**src/rtl/tlssni_pkg.sv**
```systemverilog
// Shared types and constants of the ClientHello server name extractor.
`default_nettype none

package tlssni_pkg;

	// Fixed message layout constants.
	localparam int MIN_HELLO_LEN   = 43;
	localparam int SID_LEN_OFFSET  = 34;
	localparam int SNI_MIN_EXT_LEN = 5;
	localparam int EXT_HDR_LEN     = 4;

	// Parse phases of the ClientHello body.
	typedef enum logic [3:0] {
		PH_FIXED  = 4'd0,
		PH_CS_HI  = 4'd1,
		PH_CS_LO  = 4'd2,
		PH_CM_LEN = 4'd3,
		PH_EXS_HI = 4'd4,
		PH_EXS_LO = 4'd5,
		PH_ET0    = 4'd6,
		PH_ET1    = 4'd7,
		PH_EL0    = 4'd8,
		PH_EL1    = 4'd9,
		PH_SNT    = 4'd10,
		PH_NL0    = 4'd11,
		PH_NL1    = 4'd12,
		PH_NAME   = 4'd13,
		PH_STOP   = 4'd14
	} phase_t;

	// One result word as produced by the parser.
	typedef struct packed {
		logic       present;
		logic [7:0] name_byte;
		logic       name_valid;
		logic       done_res;
		logic       found;
		logic [7:0] name_length;
	} result_t;

endpackage

`default_nettype wire

```
**src/rtl/tlssni_parser.sv**
```systemverilog
// Byte-wise ClientHello parser: position tracking, field walk and name streaming.
`default_nettype none

module tlssni_parser
	import tlssni_pkg::*;
#(
	parameter int POS_BITS = 17
) (
	input  wire logic       clk,
	input  wire logic       arst_n,
	input  wire logic       in_valid,
	input  wire logic [7:0] in_data,
	input  wire logic       in_last,
	input  wire logic [7:0] max_name_bytes,
	output result_t         result
);

	localparam int SUM_W = ((POS_BITS > 16) ? POS_BITS : 16) + 1;
	localparam logic [POS_BITS-1:0] POS_MAX = '1;

	logic [POS_BITS-1:0] pos_q, ext_total_end_q, cur_ext_end_q, name_end_q;
	logic [POS_BITS-1:0] pos_upd, ext_total_end_upd, cur_ext_end_upd, name_end_upd;
	phase_t              phase_q, phase_upd;
	logic [15:0]         skip_q, skip_upd;
	logic [15:0]         shift_q, shift_upd;
	logic [7:0]          emitted_q, emitted_upd;
	logic                complete_q, complete_upd;

	logic                at_max, skipping, acting, nv;
	logic [15:0]         len16;
	logic [SUM_W-1:0]    p1, len_sum, hdr_end, rest_diff;
	logic [POS_BITS-1:0] len_end_sat;

	// Shared position arithmetic.
	assign at_max      = (pos_q == POS_MAX);
	assign skipping    = (phase_q < PH_STOP) && (skip_q != 16'd0);
	assign acting      = !at_max && !skipping;
	assign len16       = {shift_q[7:0], in_data};
	assign p1          = SUM_W'(pos_q) + SUM_W'(1);
	assign len_sum     = p1 + SUM_W'(len16);
	assign len_end_sat = (len_sum > SUM_W'(POS_MAX)) ? POS_MAX : len_sum[POS_BITS-1:0];
	assign hdr_end     = SUM_W'(pos_q) + SUM_W'(EXT_HDR_LEN);
	assign rest_diff   = SUM_W'(cur_ext_end_q) - p1;

	// Name byte emission.
	always_comb begin
		nv = in_valid && acting && (phase_q == PH_NAME) && (emitted_q < max_name_bytes);
	end

	// Next-state of the parse.
	always_comb begin
		phase_upd         = phase_q;
		skip_upd          = skip_q;
		shift_upd         = shift_q;
		ext_total_end_upd = ext_total_end_q;
		cur_ext_end_upd   = cur_ext_end_q;
		name_end_upd      = name_end_q;
		complete_upd      = complete_q;
		emitted_upd       = nv ? emitted_q + 8'd1 : emitted_q;
		pos_upd           = at_max ? POS_MAX : pos_q + POS_BITS'(1);
		if (at_max) begin
			phase_upd = PH_STOP;
		end else if (skipping) begin
			skip_upd = skip_q - 16'd1;
		end else begin
			unique case (phase_q)
				PH_FIXED: begin
					if (pos_q == POS_BITS'(SID_LEN_OFFSET)) begin
						skip_upd  = {8'd0, in_data};
						phase_upd = PH_CS_HI;
					end
				end
				PH_CS_HI: begin
					shift_upd = {8'd0, in_data};
					phase_upd = PH_CS_LO;
				end
				PH_CS_LO: begin
					skip_upd  = len16;
					phase_upd = PH_CM_LEN;
				end
				PH_CM_LEN: begin
					skip_upd  = {8'd0, in_data};
					phase_upd = PH_EXS_HI;
				end
				PH_EXS_HI: begin
					shift_upd = {8'd0, in_data};
					phase_upd = PH_EXS_LO;
				end
				PH_EXS_LO: begin
					ext_total_end_upd = len_end_sat;
					phase_upd         = PH_ET0;
				end
				PH_ET0: begin
					if (hdr_end > SUM_W'(ext_total_end_q)) begin
						phase_upd = PH_STOP;
					end else begin
						shift_upd = {8'd0, in_data};
						phase_upd = PH_ET1;
					end
				end
				PH_ET1: begin
					shift_upd = {shift_q[7:0], in_data};
					phase_upd = PH_EL0;
				end
				PH_EL0: begin
					shift_upd = {7'd0, (shift_q == 16'd0), in_data};
					phase_upd = PH_EL1;
				end
				PH_EL1: begin
					cur_ext_end_upd = len_end_sat;
					if (shift_q[8] && (len16 > 16'(SNI_MIN_EXT_LEN))) begin
						// Skip the server name list length.
						skip_upd  = 16'd2;
						phase_upd = PH_SNT;
					end else begin
						skip_upd  = len16;
						phase_upd = PH_ET0;
					end
				end
				PH_SNT: begin
					shift_upd = {7'd0, (in_data == 8'd0), 8'd0};
					phase_upd = PH_NL0;
				end
				PH_NL0: begin
					shift_upd = {7'd0, shift_q[8], in_data};
					phase_upd = PH_NL1;
				end
				PH_NL1: begin
					if (shift_q[8] && (len16 != 16'd0) && (len_end_sat <= cur_ext_end_q)) begin
						name_end_upd = len_end_sat;
						phase_upd    = PH_NAME;
					end else begin
						// Rejected entry: skip the rest of this extension.
						skip_upd  = (SUM_W'(cur_ext_end_q) > p1) ? rest_diff[15:0] : 16'd0;
						phase_upd = PH_ET0;
					end
				end
				PH_NAME: begin
					if (p1 >= SUM_W'(name_end_q)) begin
						complete_upd = 1'b1;
						phase_upd    = PH_STOP;
					end
				end
				default: begin
					phase_upd = PH_STOP;
				end
			endcase
		end
	end

	// Result word for the accepted byte.
	always_comb begin
		result.present     = in_valid && (nv || in_last);
		result.name_byte   = nv ? in_data : 8'd0;
		result.name_valid  = nv;
		result.done_res    = in_last;
		result.found       = 1'b0;
		result.name_length = 8'd0;
		if (in_last) begin
			result.found = (pos_q >= POS_BITS'(MIN_HELLO_LEN - 1)) && !at_max
				&& complete_upd && (SUM_W'(cur_ext_end_upd) <= p1);
			result.name_length = emitted_upd;
		end
	end

	// Parse state registers; the last byte starts a fresh message.
	always_ff @(posedge clk or negedge arst_n) begin
		if (!arst_n) begin
			pos_q           <= '0;
			phase_q         <= PH_FIXED;
			skip_q          <= '0;
			shift_q         <= '0;
			ext_total_end_q <= '0;
			cur_ext_end_q   <= '0;
			name_end_q      <= '0;
			emitted_q       <= '0;
			complete_q      <= 1'b0;
		end else if (in_valid) begin
			if (in_last) begin
				pos_q           <= '0;
				phase_q         <= PH_FIXED;
				skip_q          <= '0;
				shift_q         <= '0;
				ext_total_end_q <= '0;
				cur_ext_end_q   <= '0;
				name_end_q      <= '0;
				emitted_q       <= '0;
				complete_q      <= 1'b0;
			end else begin
				pos_q           <= pos_upd;
				phase_q         <= phase_upd;
				skip_q          <= skip_upd;
				shift_q         <= shift_upd;
				ext_total_end_q <= ext_total_end_upd;
				cur_ext_end_q   <= cur_ext_end_upd;
				name_end_q      <= name_end_upd;
				emitted_q       <= emitted_upd;
				complete_q      <= complete_upd;
			end
		end
	end

endmodule

`default_nettype wire

```
**src/rtl/tls_client_hello_sni_extractor.sv**
```systemverilog
// Top level of the ClientHello server name extractor with output buffering.
//
// Channel   Dir  Word contents
// s_*       in   tdata[7:0] data_byte, tlast is_last
// m_*       out  tdata[7:0] name_byte, tdata[15:8] name_length,
//                tuser[0] name_valid, tuser[1] found, tlast done_res
// cfg_*     in   cfg_wdata = max_name_bytes, written when cfg_we is high
//
// One input word is taken per cycle while the skid entry is empty; its result is
// registered in the output buffer. The parse state updates from each accepted byte.
// A two-entry output buffer (register plus skid) keeps s_tready independent of m_tready.
// Reset clears the parse, empties the buffer and sets max_name_bytes to 255.
`default_nettype none

module tls_client_hello_sni_extractor
	import tlssni_pkg::*;
#(
	parameter int POS_BITS = 17
) (
	input  wire logic        clk,
	input  wire logic        arst_n,
	input  wire logic        s_tvalid,
	output logic             s_tready,
	input  wire logic [7:0]  s_tdata,   // [7:0] data_byte
	input  wire logic        s_tlast,
	output logic             m_tvalid,
	input  wire logic        m_tready,
	output logic [15:0]      m_tdata,   // [7:0] name_byte, [15:8] name_length
	output logic [1:0]       m_tuser,   // [0] name_valid, [1] found
	output logic             m_tlast,
	input  wire logic        cfg_we,
	input  wire logic [7:0]  cfg_wdata
);

	logic [7:0] max_bytes_q;
	logic       accept, push, out_free;
	result_t    res, out_q, skid_q;
	logic       out_v_q, skid_v_q;

	assign s_tready = !skid_v_q;
	assign accept   = s_tvalid && s_tready;
	assign push     = res.present;
	assign out_free = !out_v_q || m_tready;

	// Name length limit register.
	always_ff @(posedge clk or negedge arst_n) begin
		if (!arst_n) begin
			max_bytes_q <= 8'd255;
		end else if (cfg_we) begin
			max_bytes_q <= cfg_wdata;
		end
	end

	tlssni_parser #(
		.POS_BITS(POS_BITS)
	) u_parser (
		.clk           (clk),
		.arst_n        (arst_n),
		.in_valid      (accept),
		.in_data       (s_tdata),
		.in_last       (s_tlast),
		.max_name_bytes(max_bytes_q),
		.result        (res)
	);

	// Output register with skid entry.
	always_ff @(posedge clk or negedge arst_n) begin
		if (!arst_n) begin
			out_v_q  <= 1'b0;
			skid_v_q <= 1'b0;
		end else if (out_free) begin
			if (skid_v_q) begin
				out_v_q  <= 1'b1;
				skid_v_q <= 1'b0;
			end else begin
				out_v_q <= push;
			end
		end else if (push) begin
			skid_v_q <= 1'b1;
		end
	end

	// Payload of the buffer entries.
	always_ff @(posedge clk) begin
		if (out_free) begin
			out_q <= skid_v_q ? skid_q : res;
		end else if (push) begin
			skid_q <= res;
		end
	end

	assign m_tvalid = out_v_q;
	assign m_tdata  = {out_q.name_length, out_q.name_byte};
	assign m_tuser  = {out_q.found, out_q.name_valid};
	assign m_tlast  = out_q.done_res;

endmodule

`default_nettype wire
```
**config.mk**
```make
export PLATFORM = sky130hd
export DESIGN_NAME = tls_client_hello_sni_extractor
export DESIGN_NICKNAME = d
export VERILOG_FILES = /design/src/rtl/tlssni_pkg.sv /design/src/rtl/tlssni_parser.sv /design/src/rtl/tls_client_hello_sni_extractor.sv
export SDC_FILE = /design/constraint.sdc
export NUM_CORES = 1
export LEC_CHECK = 0
export BUFFER_PORTS_ARGS = -buffer_cell sky130_fd_sc_hd__buf_2
export CORE_MARGIN = 2
export CORE_UTILIZATION = 60
export CTS_BUF_LIST = sky130_fd_sc_hd__clkbuf_4 sky130_fd_sc_hd__clkbuf_8
export DETAILED_ROUTE_END_ITERATION = 8
export GPL_TIMING_DRIVEN = 1
export PLACE_DENSITY = 0.78
export REMOVE_ABC_BUFFERS = 1
export SYNTH_ARGS = -nofsm -noshare
export SYNTH_HDL_FRONTEND = slang
export SYNTH_HIERARCHICAL = 1
export SYNTH_SLANG_ARGS = --single-unit
```
**constraint.sdc**
```tcl
create_clock -name clk -period 8.4 [get_ports clk]
set_clock_uncertainty 0.15 [all_clocks]
set_input_delay 0.84 -clock clk [delete_from_list [all_inputs] [get_ports clk]]
set_output_delay 0.84 -clock clk [all_outputs]
set_load 0.02 [all_outputs]
```
==> results of run 1 <==
-- power groups by stage --
| stage | Combinational (W) | Sequential (W) | Clock, W |
|---|---|---|---|
| after floorplan | 0.000644 | 0.000994 | 0 |
| after global placement | 0.000868 | 0.00101 | 0 |
| after detailed placement | 0.000891 | 0.00102 | 0 |
| after CTS | 0.000899 | 0.00100 | 0.000615 |
| after global routing | 0.00102 | 0.00102 | 0.000647 |
| final | 0.000920 | 0.00101 | 0.000608 |
-- synth_stat cells, types with 16 or more instances --
| master | count | area share |
|---|---|---|
| sky130_fd_sc_hd__nor4_1 | 16 | 0.0083 |
| sky130_fd_sc_hd__nor3_1 | 19 | 0.0079 |
| sky130_fd_sc_hd__o21ai_0 | 79 | 0.033 |
| sky130_fd_sc_hd__dfrtp_1 | 115 | 0.24 |
| sky130_fd_sc_hd__a21oi_1 | 59 | 0.025 |
| sky130_fd_sc_hd__a22o_1 | 24 | 0.017 |
| sky130_fd_sc_hd__nor2_1 | 80 | 0.025 |
| sky130_fd_sc_hd__xnor2_1 | 35 | 0.026 |
| sky130_fd_sc_hd__a31oi_1 | 17 | 0.0088 |
| sky130_fd_sc_hd__xor2_1 | 18 | 0.013 |
| sky130_fd_sc_hd__nand4_1 | 23 | 0.012 |
| sky130_fd_sc_hd__a21o_1 | 24 | 0.015 |
| sky130_fd_sc_hd__ha_1 | 117 | 0.12 |
| sky130_fd_sc_hd__o211ai_1 | 19 | 0.012 |
| sky130_fd_sc_hd__nand2_1 | 134 | 0.042 |
| sky130_fd_sc_hd__o21ai_1 | 16 | 0.0067 |
| sky130_fd_sc_hd__edfxtp_1 | 38 | 0.095 |
| sky130_fd_sc_hd__inv_1 | 129 | 0.040 |
| sky130_fd_sc_hd__o31ai_1 | 38 | 0.024 |
| sky130_fd_sc_hd__mux2_2 | 29 | 0.027 |
| sky130_fd_sc_hd__nand3_1 | 35 | 0.015 |
| sky130_fd_sc_hd__clkbuf_1 | 42 | 0.013 |
-- cells by family (layout without fill, tap and decap cells) --
group | count (synthesis) | count (layout)
and+or+nand+nor | 395 | 395
AOI/OAI and AO/OA | 391 | 391
adders and majority gates | 119 | 119
muxes | 36 | 36
xor gates and xnor gates | 53 | 53
DFF | 161 | 161
buffers and inverters | 191 | 221
-- metal layers --
layer | GRT usage | wire length (microns) | up-vias
met4 | 0.145 | 1520 | 0
met5 | 0 | 0 | -
met1 | 0.436 | 14100 | 5079
li1 | - | - | 4954
met3 | 0.0583 | 2810 | 116
met2 | 0.507 | 15200 | 538
-- stage by stage --
step                power, W  setup WS, ps  std cells  hold slack (ps)  utilization
floorplan            0.00164          2200       1285              299            -
global placement     0.00188          1490       1609              310        0.635
detailed placement   0.00191          1300       1609              317        0.635
CTS                  0.00251          1300       1641              300        0.657
global route         0.00268           620       1641              323        0.657
finish               0.00253          1170       1641              278        0.657
-- sequential cells by signal, summed over array words and instances (netlist names) --
register	flops
u_parser/pos_q	17
u_parser/emitted_q	8
u_parser/skip_q	16
u_parser/phase_q	4
u_parser/ext_total_end_q	17
m_tlast	1
u_parser/cur_ext_end_q	17
skid_v_q	1
skid_q	19
m_tvalid	1
m_tuser	2
u_parser/shift_q	16
m_tdata	16
u_parser/complete_q	1
u_parser/name_end_q	17
max_bytes_q	8
-- worst max path at each step --
stage               slack (ps)  cells after the start                       to
floorplan                 2200                     25  u_parser/name_end_q[14]
global placement          1490                     25       u_parser/skip_q[6]
detailed placement        1300                     25       u_parser/skip_q[5]
CTS                       1300                     25       u_parser/skip_q[5]
global route               620                     23      u_parser/skip_q[13]
finish                    1170                     25       u_parser/skip_q[5]
-- final cells by class --
cell class / count / area (sq um) / area share
multi-input cells: 994 / 7050 / 0.548
flip-flops and latches: 161 / 4230 / 0.329
inverters: 130 / 488 / 0.0379
repair buffers: 59 / 340 / 0.0264
well taps: 265 / 332 / 0.0258
clock buffers: 17 / 234 / 0.0182
clock inverters: 15 / 199 / 0.0155
-- worst register-to-register path, stage by stage (launching register included) --
cell                        delay, ps
sky130_fd_sc_hd__dfrtp_1          500
sky130_fd_sc_hd__ha_1             260
sky130_fd_sc_hd__and3_1           280
sky130_fd_sc_hd__and3_1           250
sky130_fd_sc_hd__and3_1           230
sky130_fd_sc_hd__and3_1           230
sky130_fd_sc_hd__nand2_1           80
sky130_fd_sc_hd__xnor2_1          320
sky130_fd_sc_hd__ha_1             350
sky130_fd_sc_hd__and4_1           270
sky130_fd_sc_hd__and3_1           210
sky130_fd_sc_hd__nand2_1           70
sky130_fd_sc_hd__a21oi_1           60
sky130_fd_sc_hd__nor2_1           120
sky130_fd_sc_hd__o211ai_2         390
sky130_fd_sc_hd__a2111oi_2        640
sky130_fd_sc_hd__inv_1            100
sky130_fd_sc_hd__ha_1             290
sky130_fd_sc_hd__and4_1           200
sky130_fd_sc_hd__nand4_1          160
sky130_fd_sc_hd__a21o_1           190
sky130_fd_sc_hd__o22ai_1          290
sky130_fd_sc_hd__nor3b_2          140
sky130_fd_sc_hd__o21ai_1          670
sky130_fd_sc_hd__and2_1           480
sky130_fd_sc_hd__a22o_1           240
==> impl_metrics.toml, run 1 <==
[run_status]
status = "finished, final reports clean"

[power_and_ir_drop]
p_per_area_nw_per_um2 = 197
power_switching_share = 0.404
power.ir.vdd_worst_mv = 0.124
static-leakage-power_nw = 5.86
power_frac_comb = 0.363
intPower_w = 0.00151
power.clock.fraction = 0.240
seqPwrFrac = 0.397
p_switching_w = 0.00102

[place]
post_dp_cell_area_sq_um = 12400
placement.io_buffers = 42
hpwlAfterDp_mm = 25.1
gp_congestion = 0.971

[setup_path]
cp-start-kind = "flip-flop"
worstPathMaxFanout = 18
cp_data_required_time_ps = 8670
critical_path.endpoint_type = "flip-flop"
crit_buf_inv = 1
worstReg2RegStart = "u_parser/pos_q[3]"
max_stage_delay_cell_worst_path = "sky130_fd_sc_hd__o21ai_1"
critPathArrivalTime_ps = 7500
rr_endpoint = "u_parser/skip_q[5]"
startpoint = "u_parser/pos_q[3]"
cpLargestDelayFamily = "simple AND/OR/NAND/NOR gates"
timing_worst_setup_path_type = "reg -> reg"
cp_common_cell = "sky130_fd_sc_hd__and3_1"
r2r_cells = 25
flop_to_flop_setup_slack_ps = 1170
max_stage_delay_ps = 670

[yosys]
post_synth_mux_area_share = 0.0330
dominantRegCellSynth = "sky130_fd_sc_hd__dfrtp_1"
syn-cell-area_sq_um = 12000
synth_top_family_by_area = "compound AO/OA/AOI/OAI gates"
post_synth_fa_ha_maj_area_fraction = 0.125
post_synth_and_or_nand_nor_area_fraction = 0.165
syn_area_per_cell_sq_um = 8.93
yosysSeqAreaShare = 0.352
synthCells = 1346
ys_seq_elements = 161
ys.warnings.count = 6
synth_edf_count = 38
synth_compound_area_frac = 0.224
xor_xnor_fraction_of_synth_area = 0.0386
netlist-cell-type-count = 82
async_flop_share = 0.764

[timing]
rsz0062_at_grt = "no"
final_min_period_over_clock_period = 0.861
post-route-min-period_ps = 7230
final_max_slew_viol_count = 0
tightestPinTransition_ps = 1010
max_clock_freq_ghz = 0.138
timing.max_slew.rel_slack = 0.327
hold_violations = 0
final-setup-viol-count = 0
fin_setup_tns_ps = 0

[die]
ioPinCount = 43
floorplan.rows = 51
die_height_microns = 146
coreArea_sq_um = 19600
die-width_microns = 146
start_util = 0.613
fp.dieArea_sq_um = 21200

[global_route]
antenna_found_initial = 0
global_route_wire_length_before_repair_mm = 54.2
overflow = 0
largest_net_degree_at_the_start_of_global_routing = 67
grt_pass1_vias = 10000
grt.total_usage = 0.322

[routing]
drt-wirelength-per-cell_microns = 20.5
drcViolationCount = 0
drt_wl_total_mm = 33.6
firstDrtPassIters = 6
vias = 10700
via_per_inst = 6.51
final_antenna_net_count = 0
detailedRoute.firstIterationViolations = 1267

[clocking]
worst_skew_pair.late_latency_ps = 490
tritoncts_num_sinks = 161
path_clk_slew_ps = 100
cts.root.buffer_cell = "sky130_fd_sc_hd__clkbuf_8"
cts_repair_resize_count = 0
cts_tree = "built"
cts_hold_buffers = 0
cts-buffers-inserted = 17
post-cts-setup-buffers = 0
ctsLongestPathBuffers = 2
cts_max_level = 4

[cells_and_area]
antenna-diode-count = 0
layout.filler_cells = 1613
layout_commonest_cell = "sky130_fd_sc_hd__nand2_1"
layout-area-overhead-vs-synth_pct = 7.07
number_of_nets_at_the_end_of_the_flow = 1504
final_cell_mix = "sky130_fd_sc_hd__nand2_1 (134), sky130_fd_sc_hd__inv_1 (129), sky130_fd_sc_hd__ha_1 (117)"
proportion_of_layout_cells_with_a_drive_suffix_above_1 = 0.111
design_area_sq_um = 12900

[flow_run]
drv_cap = 0

[worst_hold_path]
min_path_type = "in -> async"
Power figures use the tool's default switching activity.
==> run 2: changes to the inputs <==
--- a/config.mk
+++ b/config.mk
@@ -7,11 +7,11 @@
 export LEC_CHECK = 0
 export BUFFER_PORTS_ARGS = -buffer_cell sky130_fd_sc_hd__buf_2
 export CORE_MARGIN = 2
-export CORE_UTILIZATION = 60
-export CTS_BUF_LIST = sky130_fd_sc_hd__clkbuf_4 sky130_fd_sc_hd__clkbuf_8
+export CORE_UTILIZATION = 59
+export CTS_BUF_LIST = sky130_fd_sc_hd__clkbuf_8
 export DETAILED_ROUTE_END_ITERATION = 8
 export GPL_TIMING_DRIVEN = 1
-export PLACE_DENSITY = 0.78
+export PLACE_DENSITY = 0.79
 export REMOVE_ABC_BUFFERS = 1
 export SYNTH_ARGS = -nofsm -noshare
 export SYNTH_HDL_FRONTEND = slang
==> constraint.sdc (replaced) <==
create_clock -name clk -period 6.1 [get_ports clk]
set_clock_uncertainty 0.15 [all_clocks]
set_input_delay 0.61 -clock clk [delete_from_list [all_inputs] [get_ports clk]]
set_output_delay 0.61 -clock clk [all_outputs]
set_load 0.02 [all_outputs]
==> impl_metrics.toml, run 2 (synthesis gave the netlist of run 1 again) <==
[setup_path]
cp-start-kind = "flip-flop"
flop_to_flop_setup_slack_ps = 340
cp_data_required_time_ps = 6310
cp_common_cell = "sky130_fd_sc_hd__o21a_1"
critPathArrivalTime_ps = 5970
max_stage_delay_ps = 380
critical_path.endpoint_type = "flip-flop"
timing_worst_setup_path_type = "reg -> reg"
max_stage_delay_cell_worst_path = "sky130_fd_sc_hd__dfrtp_1"
worstPathMaxFanout = 16

[cells_and_area]
max_flop_register = "skid_q"
layout-area-overhead-vs-synth_pct = 11.1
final_cell_mix = "sky130_fd_sc_hd__nand2_1 (134), sky130_fd_sc_hd__inv_1 (129), sky130_fd_sc_hd__dfrtp_1 (114)"
flip_flop_count_of_the_largest_register_after_layout = 19
antenna-diode-count = 0
multi_input_area_sq_um = 7200
design_area_sq_um = 13400
layout_commonest_cell = "sky130_fd_sc_hd__nand2_1"
seqCellArea_sq_um = 4230
layout.filler_cells = 1628
instances_no_fill = 1689
proportion_of_layout_cells_with_a_drive_suffix_above_1 = 0.157
number_of_nets_at_the_end_of_the_flow = 1547

[clocking]
cts_tree = "built"
cts-buffers-inserted = 17
cts.root.buffer_cell = "sky130_fd_sc_hd__clkbuf_8"
worst_skew_pair.late_latency_ps = 490
cts_max_level = 4
cts_hold_buffers = 0
ctsLongestPathBuffers = 2
path_clk_slew_ps = 110
tritoncts_num_sinks = 161

[timing]
max_clock_freq_ghz = 0.174
fin_setup_tns_ps = 0
final-setup-viol-count = 0
tightestPinTransition_ps = 1030
final_min_period_over_clock_period = 0.945
hold_violations = 0
final_max_slew_viol_count = 0
timing.max_slew.rel_slack = 0.316
post-route-min-period_ps = 5760

[global_route]
grt_pass1_vias = 10400
antenna_found_initial = 0
overflow = 0
global_route_wire_length_before_repair_mm = 55.6
largest_net_degree_at_the_start_of_global_routing = 79
grt.total_usage = 0.330

[die]
die_height_microns = 147
coreArea_sq_um = 20100
floorplan.rows = 52
die-width_microns = 147
ioPinCount = 43
start_util = 0.598
fp.dieArea_sq_um = 21500

[flow_run]
drv_cap = 0

[routing]
firstDrtPassIters = 6
detailedRoute.firstIterationViolations = 1028
final_antenna_net_count = 0
drt_wl_total_mm = 35.2
vias = 10800
drt-wirelength-per-cell_microns = 20.8
drcViolationCount = 0
via_per_inst = 6.40

[power_and_ir_drop]
power.ir.vdd_worst_mv = 0.170
fin_total_pwr_w = 0.00357
p_per_area_nw_per_um2 = 267
static-leakage-power_nw = 6.09

[worst_hold_path]
min_path_type = "in -> async"

[place]
gp_congestion = 0.990
placement.io_buffers = 42
post_dp_cell_area_sq_um = 12700
hpwlAfterDp_mm = 26.1
placed_cells_incl_taps = 1655

[run_status]
status = "finished, final reports clean"
run 2: worst max-delay path: cells and delay by family, from the launching register on:
family          cells  cell delay [ps]
buf+inv             3              510
mux                 1              140
fa+ha+maj           3              780
xor+xnor            1              280
compound gates     10             1530
simple gates       11             1850
flops               1              380
run 2: layer usage:
metal,track usage,up-vias,share of wire
met1,0.421,5187,0.40
li1,-,5038,-
met5,0,-,0
met2,0.541,505,0.48
met4,0.134,0,0.035
met3,0.0807,87,0.085
run 2: path summary, 6_finish.rpt:
kind / from / endpoint / cells past startpoint
setup / recovery: u_parser/pos_q[2] / m_tuser[1] / 29
hold / removal: arst_n / u_parser/skip_q[8] / 1
setup reg to reg: u_parser/pos_q[2] / m_tuser[1] / 29
hold reg to reg: u_parser/ext_total_end_q[1] / u_parser/ext_total_end_q[1] / 2
max in group asynchronous: arst_n / u_parser/pos_q[1] / 2
min in group clk: cfg_wdata[1] / max_bytes_q[1] / 2
run 2: per-stage QoR:
stage / util / hold slack (ps) / worst slack (ps)
2_1_floorplan: - / 164 / -99.8
3_3_place_gp: 0.634 / 311 / 322
3_5_place_dp: 0.634 / 318 / 125
4_1_cts: 0.655 / 168 / 78.4
5_1_grt: 0.664 / 190 / -20.4
6_report: 0.664 / 110 / 338
run 2: where the power goes:
group / switching [W] / internal [W] / leakage (nW)
registers: 0.000143 / 0.00124 / 2.04
clock network: 0.000485 / 0.000349 / 0.209
logic: 0.000804 / 0.000553 / 3.85
run 2: timing repair:
item | in CTS | in global routing
gates resized for setup | 0 | 34
endpoints found under the setup margin | 0 | 38
buffers inserted | 0 | 2
run 2: cell type report:
class,instances,area share
Clock buffer,17,0.0175
Clock inverter,15,0.0145
Inverter,130,0.0365
Multi-Input combinational cell,994,0.539
Sequential cell,161,0.317
Tap cell,270,0.0253
Timing Repair Buffer,102,0.0505
